==> config.mk <==
export PLATFORM = sky130hd
export DESIGN_NAME = string_escape_decoder
export DESIGN_NICKNAME = d
export VERILOG_FILES = /design/src/design/sed_pkg.sv /design/src/design/string_escape_decoder.sv /design/src/design/sed_decode.sv /design/src/design/sed_queue.sv
export SDC_FILE = /design/constraint.sdc
export NUM_CORES = 1
export LEC_CHECK = 0
export BUFFER_PORTS_ARGS = -buffer_cell sky130_fd_sc_hd__buf_2
export CORE_MARGIN = 5
export CORE_UTILIZATION = 40
export CTS_BUF_LIST = sky130_fd_sc_hd__clkbuf_2
export DETAILED_ROUTE_END_ITERATION = 8
export PLACE_DENSITY = 0.57
export SLEW_MARGIN = 20
export SYNTH_ARGS = -nofsm -noshare
export SYNTH_HDL_FRONTEND = slang
export SYNTH_HIERARCHICAL = 1
export SYNTH_SLANG_ARGS = --single-unit
==> constraint.sdc <==
create_clock -name aclk -period 9.2 [get_ports aclk]
set_input_delay 2.76 -clock aclk [delete_from_list [all_inputs] [get_ports aclk]]
set_output_delay 2.76 -clock aclk [all_outputs]
set_load 0.02 [all_outputs]
==> src/design/sed_pkg.sv <==
// Shared types and constants for the string escape decoder.
// No dependencies; imported by sed_decode, sed_queue and string_escape_decoder.
package sed_pkg;

    localparam int CharW   = 21;
    localparam int ValueW  = 32;
    localparam int DelimW  = 7;
    localparam int DigitsW = 4;

    // Result queue geometry
    localparam int QDepth = 4;
    localparam int QPtrW  = $clog2(QDepth);
    localparam int QCntW  = $clog2(QDepth + 1);

    typedef enum logic [1:0] {
        KIND_CHAR    = 2'd0,
        KIND_CLOSE   = 2'd1,
        KIND_NEWLINE = 2'd2
    } result_kind_t;

    typedef enum logic [2:0] {
        ERR_NONE      = 3'd0,
        ERR_NEWLINE   = 3'd1,
        ERR_UNKNOWN   = 3'd2,
        ERR_BAD_HEX   = 3'd3,
        ERR_BAD_OCT   = 3'd4,
        ERR_OCT_RANGE = 3'd5
    } error_code_t;

    typedef struct packed {
        result_kind_t      kind;
        logic [ValueW-1:0] value;
        logic              is_byte;
        error_code_t       err;
        logic              last;
    } result_t;

    // Up to two results come out of one character
    typedef struct packed {
        logic [1:0] count;
        result_t    first;
        result_t    second;
    } decode_out_t;

    // Character codes
    localparam logic [CharW-1:0] CH_NEWLINE   = 21'd10;
    localparam logic [CharW-1:0] CH_BACKSLASH = 21'd92;
    localparam logic [CharW-1:0] CH_ZERO      = 21'd48;
    localparam logic [CharW-1:0] CH_SEVEN     = 21'd55;
    localparam logic [CharW-1:0] CH_NINE      = 21'd57;
    localparam logic [CharW-1:0] CH_UPPER_A   = 21'd65;
    localparam logic [CharW-1:0] CH_UPPER_F   = 21'd70;
    localparam logic [CharW-1:0] CH_UPPER_U   = 21'd85;
    localparam logic [CharW-1:0] CH_LOWER_A   = 21'd97;
    localparam logic [CharW-1:0] CH_LOWER_B   = 21'd98;
    localparam logic [CharW-1:0] CH_LOWER_F   = 21'd102;
    localparam logic [CharW-1:0] CH_LOWER_N   = 21'd110;
    localparam logic [CharW-1:0] CH_LOWER_R   = 21'd114;
    localparam logic [CharW-1:0] CH_LOWER_T   = 21'd116;
    localparam logic [CharW-1:0] CH_LOWER_U   = 21'd117;
    localparam logic [CharW-1:0] CH_LOWER_V   = 21'd118;
    localparam logic [CharW-1:0] CH_LOWER_X   = 21'd120;

    localparam logic [DelimW-1:0] DELIM_RESET = 7'd34;
    localparam logic [ValueW-1:0] OCT_BYTE_MAX = 32'd255;

    localparam logic [DigitsW-1:0] HEX_BYTE_DIGITS  = 4'd2;
    localparam logic [DigitsW-1:0] HEX_SHORT_DIGITS = 4'd4;
    localparam logic [DigitsW-1:0] HEX_LONG_DIGITS  = 4'd8;
    localparam logic [DigitsW-1:0] OCT_MORE_DIGITS  = 4'd2;

    function automatic result_t make_result(result_kind_t kind, logic [ValueW-1:0] value,
                                            logic is_byte, error_code_t err);
        result_t r;
        r.kind    = kind;
        r.value   = value;
        r.is_byte = is_byte;
        r.err     = err;
        r.last    = 1'b0;
        return r;
    endfunction

endpackage

==> src/design/string_escape_decoder.sv <==
// Top level of the string escape decoder: APB register, decode and result queue.
// Depends on sed_pkg, sed_decode and sed_queue.
//
//  channel  | direction | handshake         | payload
//  ---------+-----------+-------------------+--------------------------------------------
//  s_       | in        | s_valid/s_ready   | s_char_code
//  m_       | out       | m_valid/m_ready   | m_result_kind, m_char_value, m_is_byte,
//           |           |                   | m_error_code, m_last_result
//  apb      | in        | psel/penable      | paddr, pwdata, prdata (delimiter register)
//
// One character is taken per cycle while s_ready is high; its results are in the queue the next cycle.
// A character that yields two results needs two output transfers, so sustained
// rate is one character per cycle when each yields at most one result and m_ready stays high.
// s_ready drops only when the four-entry result queue has fewer than two free slots.
// Reset (aresetn low, synchronous) empties the queue, clears the decode state and
// restores the delimiter to a double quote.
module string_escape_decoder (
    input  logic                          aclk,
    input  logic                          aresetn,
    // Input characters
    input  logic                          s_valid,
    output logic                          s_ready,
    input  logic [sed_pkg::CharW-1:0]     s_char_code,
    // Results
    output logic                          m_valid,
    input  logic                          m_ready,
    output logic [1:0]                    m_result_kind,
    output logic [sed_pkg::ValueW-1:0]    m_char_value,
    output logic                          m_is_byte,
    output logic [2:0]                    m_error_code,
    output logic                          m_last_result,
    // Configuration
    input  logic                          psel,
    input  logic                          penable,
    input  logic                          pwrite,
    input  logic [1:0]                    paddr,
    input  logic [31:0]                   pwdata,
    output logic [31:0]                   prdata,
    output logic                          pready
);
    import sed_pkg::*;

    logic [DelimW-1:0]  delim_reg;
    logic               s_accept;
    logic               m_accept;
    logic               cfg_write;
    decode_out_t        dec_out;
    logic [1:0]         push_count;
    result_t            head;
    logic [QCntW-1:0]   q_count;

    assign s_accept  = s_valid && s_ready;
    assign m_accept  = m_valid && m_ready;
    assign cfg_write = psel && penable && pwrite && pready;

    // Delimiter register: the only register, so every word address maps to it
    always_ff @(posedge aclk) begin
        if (!aresetn) begin
            delim_reg <= DELIM_RESET;
        end else if (cfg_write) begin
            delim_reg <= pwdata[DelimW-1:0];
        end
    end

    assign pready = 1'b1;
    assign prdata = (paddr[1:0] == 2'd0 || paddr[1:0] != 2'd0)
                  ? {{(32-DelimW){1'b0}}, delim_reg} : '0;

    sed_decode u_decode (
        .aclk      (aclk),
        .aresetn   (aresetn),
        .accept    (s_accept),
        .char_code (s_char_code),
        .delim     (delim_reg),
        .dec_out   (dec_out)
    );

    assign push_count = s_accept ? dec_out.count : 2'd0;

    sed_queue u_queue (
        .aclk        (aclk),
        .aresetn     (aresetn),
        .push_count  (push_count),
        .push_first  (dec_out.first),
        .push_second (dec_out.second),
        .pop         (m_accept),
        .head        (head),
        .count       (q_count)
    );

    // Accept a character only with room for two results
    assign s_ready = (q_count <= QCntW'(QDepth - 2));
    assign m_valid = (q_count != '0);

    assign m_result_kind = head.kind;
    assign m_char_value  = head.value;
    assign m_is_byte     = head.is_byte;
    assign m_error_code  = head.err;
    assign m_last_result = head.last;

`ifndef ASSERT_OFF
    a_queue_bound: assert property (@(posedge aclk) disable iff (!aresetn)
        q_count <= QCntW'(QDepth))
        else $error("result queue occupancy above depth");

    a_pop_only: assert property (@(posedge aclk) disable iff (!aresetn)
        (!s_accept && m_accept) |=> (q_count == QCntW'($past(q_count) - 1'b1)))
        else $error("queue occupancy did not drop after a lone output transfer");

    a_delim_hold: assert property (@(posedge aclk) disable iff (!aresetn)
        !cfg_write |=> $stable(delim_reg))
        else $error("delimiter changed without a configuration write");

    a_no_push_idle: assert property (@(posedge aclk) disable iff (!aresetn)
        (!s_accept && !m_accept) |=> $stable(q_count))
        else $error("queue occupancy changed with no transfer");
`endif

endmodule

==> src/design/sed_decode.sv <==
// Escape decode: mode state plus single-pass next-state and result logic.
// Depends on sed_pkg.
module sed_decode (
    input  logic                        aclk,
    input  logic                        aresetn,
    input  logic                        accept,
    input  logic [sed_pkg::CharW-1:0]   char_code,
    input  logic [sed_pkg::DelimW-1:0]  delim,
    output sed_pkg::decode_out_t        dec_out
);
    import sed_pkg::*;

    typedef enum logic [3:0] {
        MODE_NORMAL = 4'b0001,
        MODE_ESCAPE = 4'b0010,
        MODE_HEX    = 4'b0100,
        MODE_OCT    = 4'b1000
    } mode_t;

    mode_t               mode_reg, mode_next;
    logic [DigitsW-1:0]  left_reg, left_next;
    logic [ValueW-1:0]   acc_reg, acc_next;
    logic                byte_reg, byte_next;

    logic                plain_has;
    logic                plain_esc;
    result_t             plain_res;
    logic                is_delim;
    logic                hex_ok;
    logic [3:0]          hex_d;
    logic                oct_ok;
    logic [DigitsW-1:0]  left_dec;
    logic [ValueW-1:0]   acc_hex;
    logic [ValueW-1:0]   acc_oct;
    decode_out_t         dec;

    assign is_delim = (char_code == {{(CharW-DelimW){1'b0}}, delim});
    assign left_dec = left_reg - 4'd1;
    assign acc_hex  = {acc_reg[ValueW-5:0], hex_d};
    assign acc_oct  = {acc_reg[ValueW-4:0], char_code[2:0]};
    assign oct_ok   = (char_code >= CH_ZERO) && (char_code <= CH_SEVEN);

    // Classify a hex digit
    always_comb begin
        hex_ok = 1'b1;
        hex_d  = 4'd0;
        if (char_code >= CH_ZERO && char_code <= CH_NINE) begin
            hex_d = char_code[3:0];
        end else if (char_code >= CH_LOWER_A && char_code <= CH_LOWER_F) begin
            hex_d = 4'(char_code[3:0] + 4'd9);
        end else if (char_code >= CH_UPPER_A && char_code <= CH_UPPER_F) begin
            hex_d = 4'(char_code[3:0] + 4'd9);
        end else begin
            hex_ok = 1'b0;
        end
    end

    // Handle the character as plain text
    always_comb begin
        plain_has = 1'b1;
        plain_esc = 1'b0;
        plain_res = make_result(KIND_CHAR, {{(ValueW-CharW){1'b0}}, char_code}, 1'b0, ERR_NONE);
        if (char_code == CH_NEWLINE) begin
            plain_res = make_result(KIND_NEWLINE, '0, 1'b0, ERR_NEWLINE);
        end else if (char_code == CH_BACKSLASH) begin
            plain_has = 1'b0;
            plain_esc = 1'b1;
        end else if (is_delim) begin
            plain_res = make_result(KIND_CLOSE, '0, 1'b0, ERR_NONE);
        end
    end

    // Next state and results
    always_comb begin
        mode_next  = mode_reg;
        left_next  = left_reg;
        acc_next   = acc_reg;
        byte_next  = byte_reg;
        dec.count  = 2'd0;
        dec.first  = make_result(KIND_CHAR, '0, 1'b0, ERR_NONE);
        dec.second = make_result(KIND_CHAR, '0, 1'b0, ERR_NONE);

        unique case (mode_reg)
            MODE_NORMAL: begin
                if (plain_esc) begin
                    mode_next = MODE_ESCAPE;
                end
                if (plain_has) begin
                    dec.count = 2'd1;
                    dec.first = plain_res;
                end
            end
            MODE_ESCAPE: begin
                mode_next = MODE_NORMAL;
                dec.count = 2'd1;
                case (char_code) inside
                    CH_NEWLINE: begin
                        dec.count = 2'd0;
                    end
                    CH_LOWER_X: begin
                        dec.count = 2'd0;
                        mode_next = MODE_HEX;
                        left_next = HEX_BYTE_DIGITS;
                        byte_next = 1'b1;
                        acc_next  = '0;
                    end
                    CH_LOWER_U: begin
                        dec.count = 2'd0;
                        mode_next = MODE_HEX;
                        left_next = HEX_SHORT_DIGITS;
                        byte_next = 1'b0;
                        acc_next  = '0;
                    end
                    CH_UPPER_U: begin
                        dec.count = 2'd0;
                        mode_next = MODE_HEX;
                        left_next = HEX_LONG_DIGITS;
                        byte_next = 1'b0;
                        acc_next  = '0;
                    end
                    [CH_ZERO:CH_SEVEN]: begin
                        dec.count = 2'd0;
                        mode_next = MODE_OCT;
                        left_next = OCT_MORE_DIGITS;
                        byte_next = 1'b1;
                        acc_next  = {{(ValueW-3){1'b0}}, char_code[2:0]};
                    end
                    CH_LOWER_A:   dec.first = make_result(KIND_CHAR, 32'd7, 1'b0, ERR_NONE);
                    CH_LOWER_B:   dec.first = make_result(KIND_CHAR, 32'd8, 1'b0, ERR_NONE);
                    CH_LOWER_F:   dec.first = make_result(KIND_CHAR, 32'd12, 1'b0, ERR_NONE);
                    CH_LOWER_N:   dec.first = make_result(KIND_CHAR, 32'd10, 1'b0, ERR_NONE);
                    CH_LOWER_R:   dec.first = make_result(KIND_CHAR, 32'd13, 1'b0, ERR_NONE);
                    CH_LOWER_T:   dec.first = make_result(KIND_CHAR, 32'd9, 1'b0, ERR_NONE);
                    CH_LOWER_V:   dec.first = make_result(KIND_CHAR, 32'd11, 1'b0, ERR_NONE);
                    CH_BACKSLASH: dec.first = make_result(KIND_CHAR, 32'd92, 1'b0, ERR_NONE);
                    default: begin
                        dec.first = make_result(KIND_CHAR,
                                                {{(ValueW-CharW){1'b0}}, char_code}, 1'b0,
                                                is_delim ? ERR_NONE : ERR_UNKNOWN);
                    end
                endcase
            end
            MODE_HEX: begin
                if (hex_ok) begin
                    acc_next  = acc_hex;
                    left_next = left_dec;
                    if (left_dec == '0) begin
                        mode_next = MODE_NORMAL;
                        dec.count = 2'd1;
                        dec.first = make_result(KIND_CHAR, acc_hex, byte_reg, ERR_NONE);
                    end
                end else begin
                    // Close early, then treat the character as plain text
                    left_next  = '0;
                    mode_next  = plain_esc ? MODE_ESCAPE : MODE_NORMAL;
                    dec.count  = plain_has ? 2'd2 : 2'd1;
                    dec.first  = make_result(KIND_CHAR, acc_reg, byte_reg, ERR_BAD_HEX);
                    dec.second = plain_res;
                end
            end
            MODE_OCT: begin
                if (oct_ok) begin
                    acc_next  = acc_oct;
                    left_next = left_dec;
                    if (left_dec == '0) begin
                        mode_next = MODE_NORMAL;
                        dec.count = 2'd1;
                        dec.first = make_result(KIND_CHAR, acc_oct, byte_reg,
                                                (acc_oct > OCT_BYTE_MAX) ? ERR_OCT_RANGE
                                                                         : ERR_NONE);
                    end
                end else begin
                    left_next  = '0;
                    mode_next  = plain_esc ? MODE_ESCAPE : MODE_NORMAL;
                    dec.count  = plain_has ? 2'd2 : 2'd1;
                    dec.first  = make_result(KIND_CHAR, acc_reg, byte_reg, ERR_BAD_OCT);
                    dec.second = plain_res;
                end
            end
            default: begin
                mode_next = MODE_NORMAL;
            end
        endcase

        // Mark the final result of this character
        if (dec.count == 2'd1) begin
            dec.first.last = 1'b1;
        end else if (dec.count == 2'd2) begin
            dec.second.last = 1'b1;
        end
    end

    assign dec_out = dec;

    // Advance state on each accepted character
    always_ff @(posedge aclk) begin
        if (!aresetn) begin
            mode_reg <= MODE_NORMAL;
            left_reg <= '0;
            acc_reg  <= '0;
            byte_reg <= 1'b0;
        end else if (accept) begin
            mode_reg <= mode_next;
            left_reg <= left_next;
            acc_reg  <= acc_next;
            byte_reg <= byte_next;
        end
    end

endmodule

==> src/design/sed_queue.sv <==
// Small result queue that takes up to two results per cycle and gives one.
// Depends on sed_pkg.
module sed_queue (
    input  logic                      aclk,
    input  logic                      aresetn,
    input  logic [1:0]                push_count,
    input  sed_pkg::result_t          push_first,
    input  sed_pkg::result_t          push_second,
    input  logic                      pop,
    output sed_pkg::result_t          head,
    output logic [sed_pkg::QCntW-1:0] count
);
    import sed_pkg::*;

    result_t            mem [QDepth];
    logic [QPtrW-1:0]   wr_ptr_reg, wr_ptr_next;
    logic [QPtrW-1:0]   rd_ptr_reg, rd_ptr_next;
    logic [QCntW-1:0]   count_reg, count_next;
    logic [QPtrW-1:0]   wr_ptr_plus1;

    assign wr_ptr_plus1 = wr_ptr_reg + 1'b1;
    assign wr_ptr_next  = QPtrW'(wr_ptr_reg + push_count);
    assign rd_ptr_next  = rd_ptr_reg + QPtrW'(pop);
    assign count_next   = QCntW'(count_reg + QCntW'(push_count) - QCntW'(pop));

    // Write incoming results
    always_ff @(posedge aclk) begin
        if (push_count != 2'd0) begin
            mem[wr_ptr_reg] <= push_first;
        end
        if (push_count == 2'd2) begin
            mem[wr_ptr_plus1] <= push_second;
        end
    end

    // Advance pointers and occupancy
    always_ff @(posedge aclk) begin
        if (!aresetn) begin
            wr_ptr_reg <= '0;
            rd_ptr_reg <= '0;
            count_reg  <= '0;
        end else begin
            wr_ptr_reg <= wr_ptr_next;
            rd_ptr_reg <= rd_ptr_next;
            count_reg  <= count_next;
        end
    end

    assign head  = mem[rd_ptr_reg];
    assign count = count_reg;

endmodule
# --- Yosys cells after proc, flatten, opt, wreduce, memory -nomap -nowiden ---
# Memories as Yosys holds them, arrays and structs flattened. A register that Yosys moved wholly into a read port is not among the register bits.
# Index checks and enable logic that the tools add are counted.
# W data, S select, Z words.
word_totals:
  register_bits: 55
  ram_bits: 156
  inputBits: 62
  out_inout_bits: 74
  word_cells: 155
  memories: 1
op_classes:
  add_sub_neg: 7
  n_lt_le_gt_ge: 9
  eq_ne: 25
  mux: 84
  n_bitwise: 1
  reduce_logical: 20
mem_list:
  columns: ["name", "depth", "width", "read_ports", "rd_clocked_by_memory_dff", "write_ports", "line_no", "source"]
  rows:
  - ["u_queue.mem", 4, 39, 1, 1, 2, "sed_queue.sv:15", "result_t mem [QDepth];"]
ops:
  columns: ["op", "count"]
  rows:
  - ["$mux W39", 15]
  - ["$eq A21 B7 Y1 const B", 11]
  - ["$mux W32", 7]
  - ["$pmux W41 S4", 1]
  - ["$mux W40", 3]
  - ["$pmux W32 S3", 1]
  - ["$mux W41", 2]
  - ["$pmux W39 S2", 1]
  - ["$mux W38", 2]
  - ["$mux W4", 19]
  - ["$ge A21 B7 Y1 const B", 2]
  - ["$le A21 B6 Y1 const B", 2]
  - ["$le A21 B7 Y1 const B", 2]
  - ["$gt A32 B8 Y1 const B", 1]
  - ["$mux W26", 1]
  - ["$eq A21 B4 Y1 const B", 1]
  - ["$eq A21 B7 Y1", 1]
  - ["$ge A21 B6 Y1 const B", 1]
  - ["$mux W1", 19]
  - ["$mux W2", 9]
  - ["$pmux W4 S4", 1]
  - ["$pmux W4 S3", 1]
  - ["$logic_and A1 B1 Y1", 8]
  - ["$reduce_and A4 Y1", 2]
  - ["28 further kinds", 33]

# --- Depth between registers and ports, before layout ---
depth:
  depth_word: 20
  depth_mapped: 16
  depth_no_buf: 15

# --- By module ---
# The synthesis kept the hierarchy.
by_module_without_submodules:
  columns: ["module", "instances", "cells_each", "area_per_inst_um2", "seq_area_each_um2"]
  rows:
  - ["sed_queue", 1, 418, 8069.0, 4824.6]
  - ["sed_decode", 1, 555, 4232.8, 820.8]
  - ["string_escape_decoder", 1, 66, 541.8, 140.1]

# --- Worst setup path before layout ---
# Ideal clock, no wire load.
synth_path:
  path_type: "input to register"
  startpoint: "in s_char_code[1] (netlist bit)"
  endpoint: "mem u_queue/mem[2][0] (netlist bit), enable pin"
  setup_time_ns: 0.448
  arrival_ns: 7.659
  t_required_ns: 8.752
  setup_slack_ns: 1.093
  stages: 13
  path_buffers: 2
  path_cell_list: "clkbuf_1 -> inv_1 -> ha_1 -> nor4b_1 -> and2_1 -> or4_4 -> a211oi_2 -> buf_6 -> o21ai_0 -> a21o_1 -> and4b_1 -> or3b_2 -> a21oi_1"
synth_lines:
  columns: ["item", "line_no", "source"]
  rows:
  - ["from (decl)", "string_escape_decoder.sv:23", "input logic [sed_pkg::CharW-1:0] s_char_code,"]
  - ["to (decl)", "sed_queue.sv:15", null]

==> run_results.csv <==
group,metric,value,unit
run_status,status,"finished, final reports clean",
route,drt_wl_total,33600,microns
route,drtIter0Drc,703,
die,die_h,189,microns
yosys,synthArstFlopShare,0,
die,io_pins,136,
route,post_drt_wl_per_cell,21.5,microns
power_and_ir_drop,powerDensity,178,mW/mm^2
route,first_pass_iters,6,
finish,synthToLayoutAreaGrowth,7.58,%
yosys,ys_warn_count,6,
timing,rsz0062_at_grt,"false",
hold_path,holdCritPathClass,"reg2reg",
placement,io_buffers,82,
timing,slew_viol_final,0,
yosys,syn-instance-count,1039,
worst_setup_path,cp-end-kind,"flip-flop",
worst_setup_path,cp_slowest_cell,"buf_4",
timing,fin_crit_sh,0.699,
timing,hold_viol,0,
global_route,antenna_found_initial,4,
yosys,synth.mux.area_fraction,0.220,
worst_setup_path,slowest_delay,610,ps
global_route,grt_max_degree,65,
finish,drive_above_1_share,0.395,
clocking,post-cts-setup-buffer-count,0,
finish,regArea,0.00579,sq mm
route,via_per_inst,5.75,
finish,fillers,2976,
yosys,synth_edf_count,156,
timing,max_freq,156,MHz
global_route,grt_pass1_wl,52200,microns
clocking,numCtsBuffers,56,
finish,multi_input_area,0.00641,sq mm
yosys,ys_ff_latch,211,
clocking,cts_tree,"done",
route,postRouteAntennaNets,0,
placement,hpwl,20300,microns
finish,instances_no_fill,1563,
timing,setup-violations-final,0,
timing,finalCriticalPeriod,6430,ps
finish,nets,1190,
yosys,synthAdderAreaFrac,0.0123,
route,drc,0,
worst_setup_path,crit_chain,"buf_2, inv_1, ha_1, nor4b_1, a41oi_1, nor4_1, a211oi_2, buf_4, o21ai_0, a21o_1, and4b_1, nand4b_1, buf_4, mux2_2",
placement,post-place-ws,2040,ps
global_route,grt_use_total,0.184,
timing,slew_headroom,0.333,
worst_setup_path,crit_required,9740,ps
power_and_ir_drop,p_total,0.00246,W
worst_setup_path,startpoint_type,"input pin",
timing,fin_worst_skew,38.4,ps
finish,largest_reg_flops,156,
worst_setup_path,crit_type,"in2reg",
die,rows,65,
clocking,cts-htree-levels,2,
clocking,cts-root-buf,"clkbuf_2",
yosys,synth-compound-area-share,0.124,
clocking,cts_resized,0,
power_and_ir_drop,leakage,4.90,nW
global_route,grt_pass1_vias,9054,
placement,gp_congestion,0.866,
yosys,netlist_area,0.0128,sq mm
worst_setup_path,path_max_fanout,39,
yosys,yosysSeqAreaShare,0.450,
timing,tightestPinTransition,996,ps
clocking,cts.sinks,211,
timing,finalSetupTns,0,ps
yosys,synth_xor_xnor_area_share,0.0110,
flow_run,drv_cap,0,
power_and_ir_drop,max-vdd-ir-drop,0.0932,mV
yosys,synthSimpleGateAreaFrac,0.115,
clocking,cts_buffer_depth,3,
clocking,clk_pin_slew,100,ps
die,fp.dieW,189,microns
die,dieArea,0.0358,sq mm
clocking,hold_buffers,0,
timing,layout_setup_ws,2770,ps
die,core_area,0.0316,sq mm
yosys,synth_area_per_cell,12.4,sq um
route,via_count,8984,
worst_setup_path,cp_data_arrival_time,6970,ps
yosys,synth_top_family_by_area,"multiplexers",
yosys,ys.flop_type,"edfxtp_1",
yosys,ys_types,89,
clocking,clk_latency,820,ps
global_route,overflow,0,
worst_setup_path,cp_common_cell,"buf_4",
die,initial_core_util,0.406,
placement,dp_cells,1460,
-- stage by stage --
stage                     cell area [sq um]  utilization  hold slack, ps
final                                 13800        0.437             496
after global routing                  13800        0.437             522
after CTS                             13800        0.437             500
after detailed placement              13300        0.421             485
after global placement                13300        0.421             475
after floorplan                       13000            -             470
-- path summary, 6_finish.rpt --
kind | slack [ps] | depth (start not counted) | from | endpoint
setup / recovery | 2770 | 14 | s_char_code[1] | u_queue/mem[0][10]
hold / removal | 500 | 2 | delim_reg[3] | delim_reg[3]
setup reg to reg | 5060 | 12 | u_decode/left_reg[0] | u_queue/mem[0][10]
hold reg to reg | 500 | 2 | delim_reg[3] | delim_reg[3]
-- Yosys cell counts, types with 12 or more instances --
cell	count	area, sq um
a21oi_1	18	90.1
mux2_2	127	1430
nor2_1	65	244
buf_4	49	368
mux2_4	30	450
edfxtp_1	156	4680
inv_1	18	67.6
buf_2	24	120
a22o_1	12	105
and2_1	23	144
nor3_1	12	60.1
buf_6	15	169
nand3_1	12	60.1
clkbuf_1	25	93.8
mux4_2	39	878
nand2_1	70	263
nor4_1	15	93.8
a211oi_2	28	350
a22oi_1	49	368
o21ai_0	21	105
dfxtp_1	55	1100
-- layer usage --
layer  routed length, microns  part of all wire  global-route usage
met5                       15           0.00045                   0
met4                      902             0.027              0.0608
met3                     2280             0.068              0.0391
met2                    15500              0.46               0.292
met1                    14900              0.44               0.252
-- where the power goes --
part	switching [W]	internal [W]
Clock	0.000383	0.000259
Sequential	0.0000296	0.00113
Combinational	0.000396	0.000265
Total	0.000809	0.00165
-- cells in the final DEF (no fill, tap or decap), types with 16 or more instances in the layout --
| master | n |
|---|---|
| a211oi_2 | 28 |
| a21oi_1 | 16 |
| a22oi_1 | 49 |
| and2_1 | 23 |
| buf_2 | 82 |
| clkbuf_2 | 92 |
| conb_1 | 40 |
| dfxtp_1 | 53 |
| edfxtp_1 | 156 |
| inv_1 | 18 |
| mux2_2 | 127 |
| mux2_4 | 30 |
| mux4_2 | 39 |
| nand2_1 | 70 |
| nor2_1 | 64 |
| o21ai_0 | 21 |
-- cells by family after synthesis --
kind of cell             Yosys count
buffers and inverters            134
flip-flops                       211
AO/OA/AOI/OAI                    193
AND/OR/NAND/NOR                  270
XOR/XNOR                          13
adder cells (fa/ha/maj)           12
multiplexers                     203
other                              3
-- area by class of cell --
cell class / count / share of cell area
antenna: 3 / 0.000543
clock buffer: 92 / 0.0333
clock inverter: 8 / 0.00263
inverter: 18 / 0.00489
multi-input combinational: 731 / 0.464
sequential: 211 / 0.419
tap: 402 / 0.0364
timing repair buffer: 98 / 0.0393
-- critical path: cells and delay by family --
family | cells | cell delay (ps)
simple gates | 4 | 1570
buf+inv | 4 | 1170
compound gates | 4 | 700
mux | 1 | 420
fa+ha+maj | 1 | 290
Note: power is estimated with default switching activity, not from simulation.
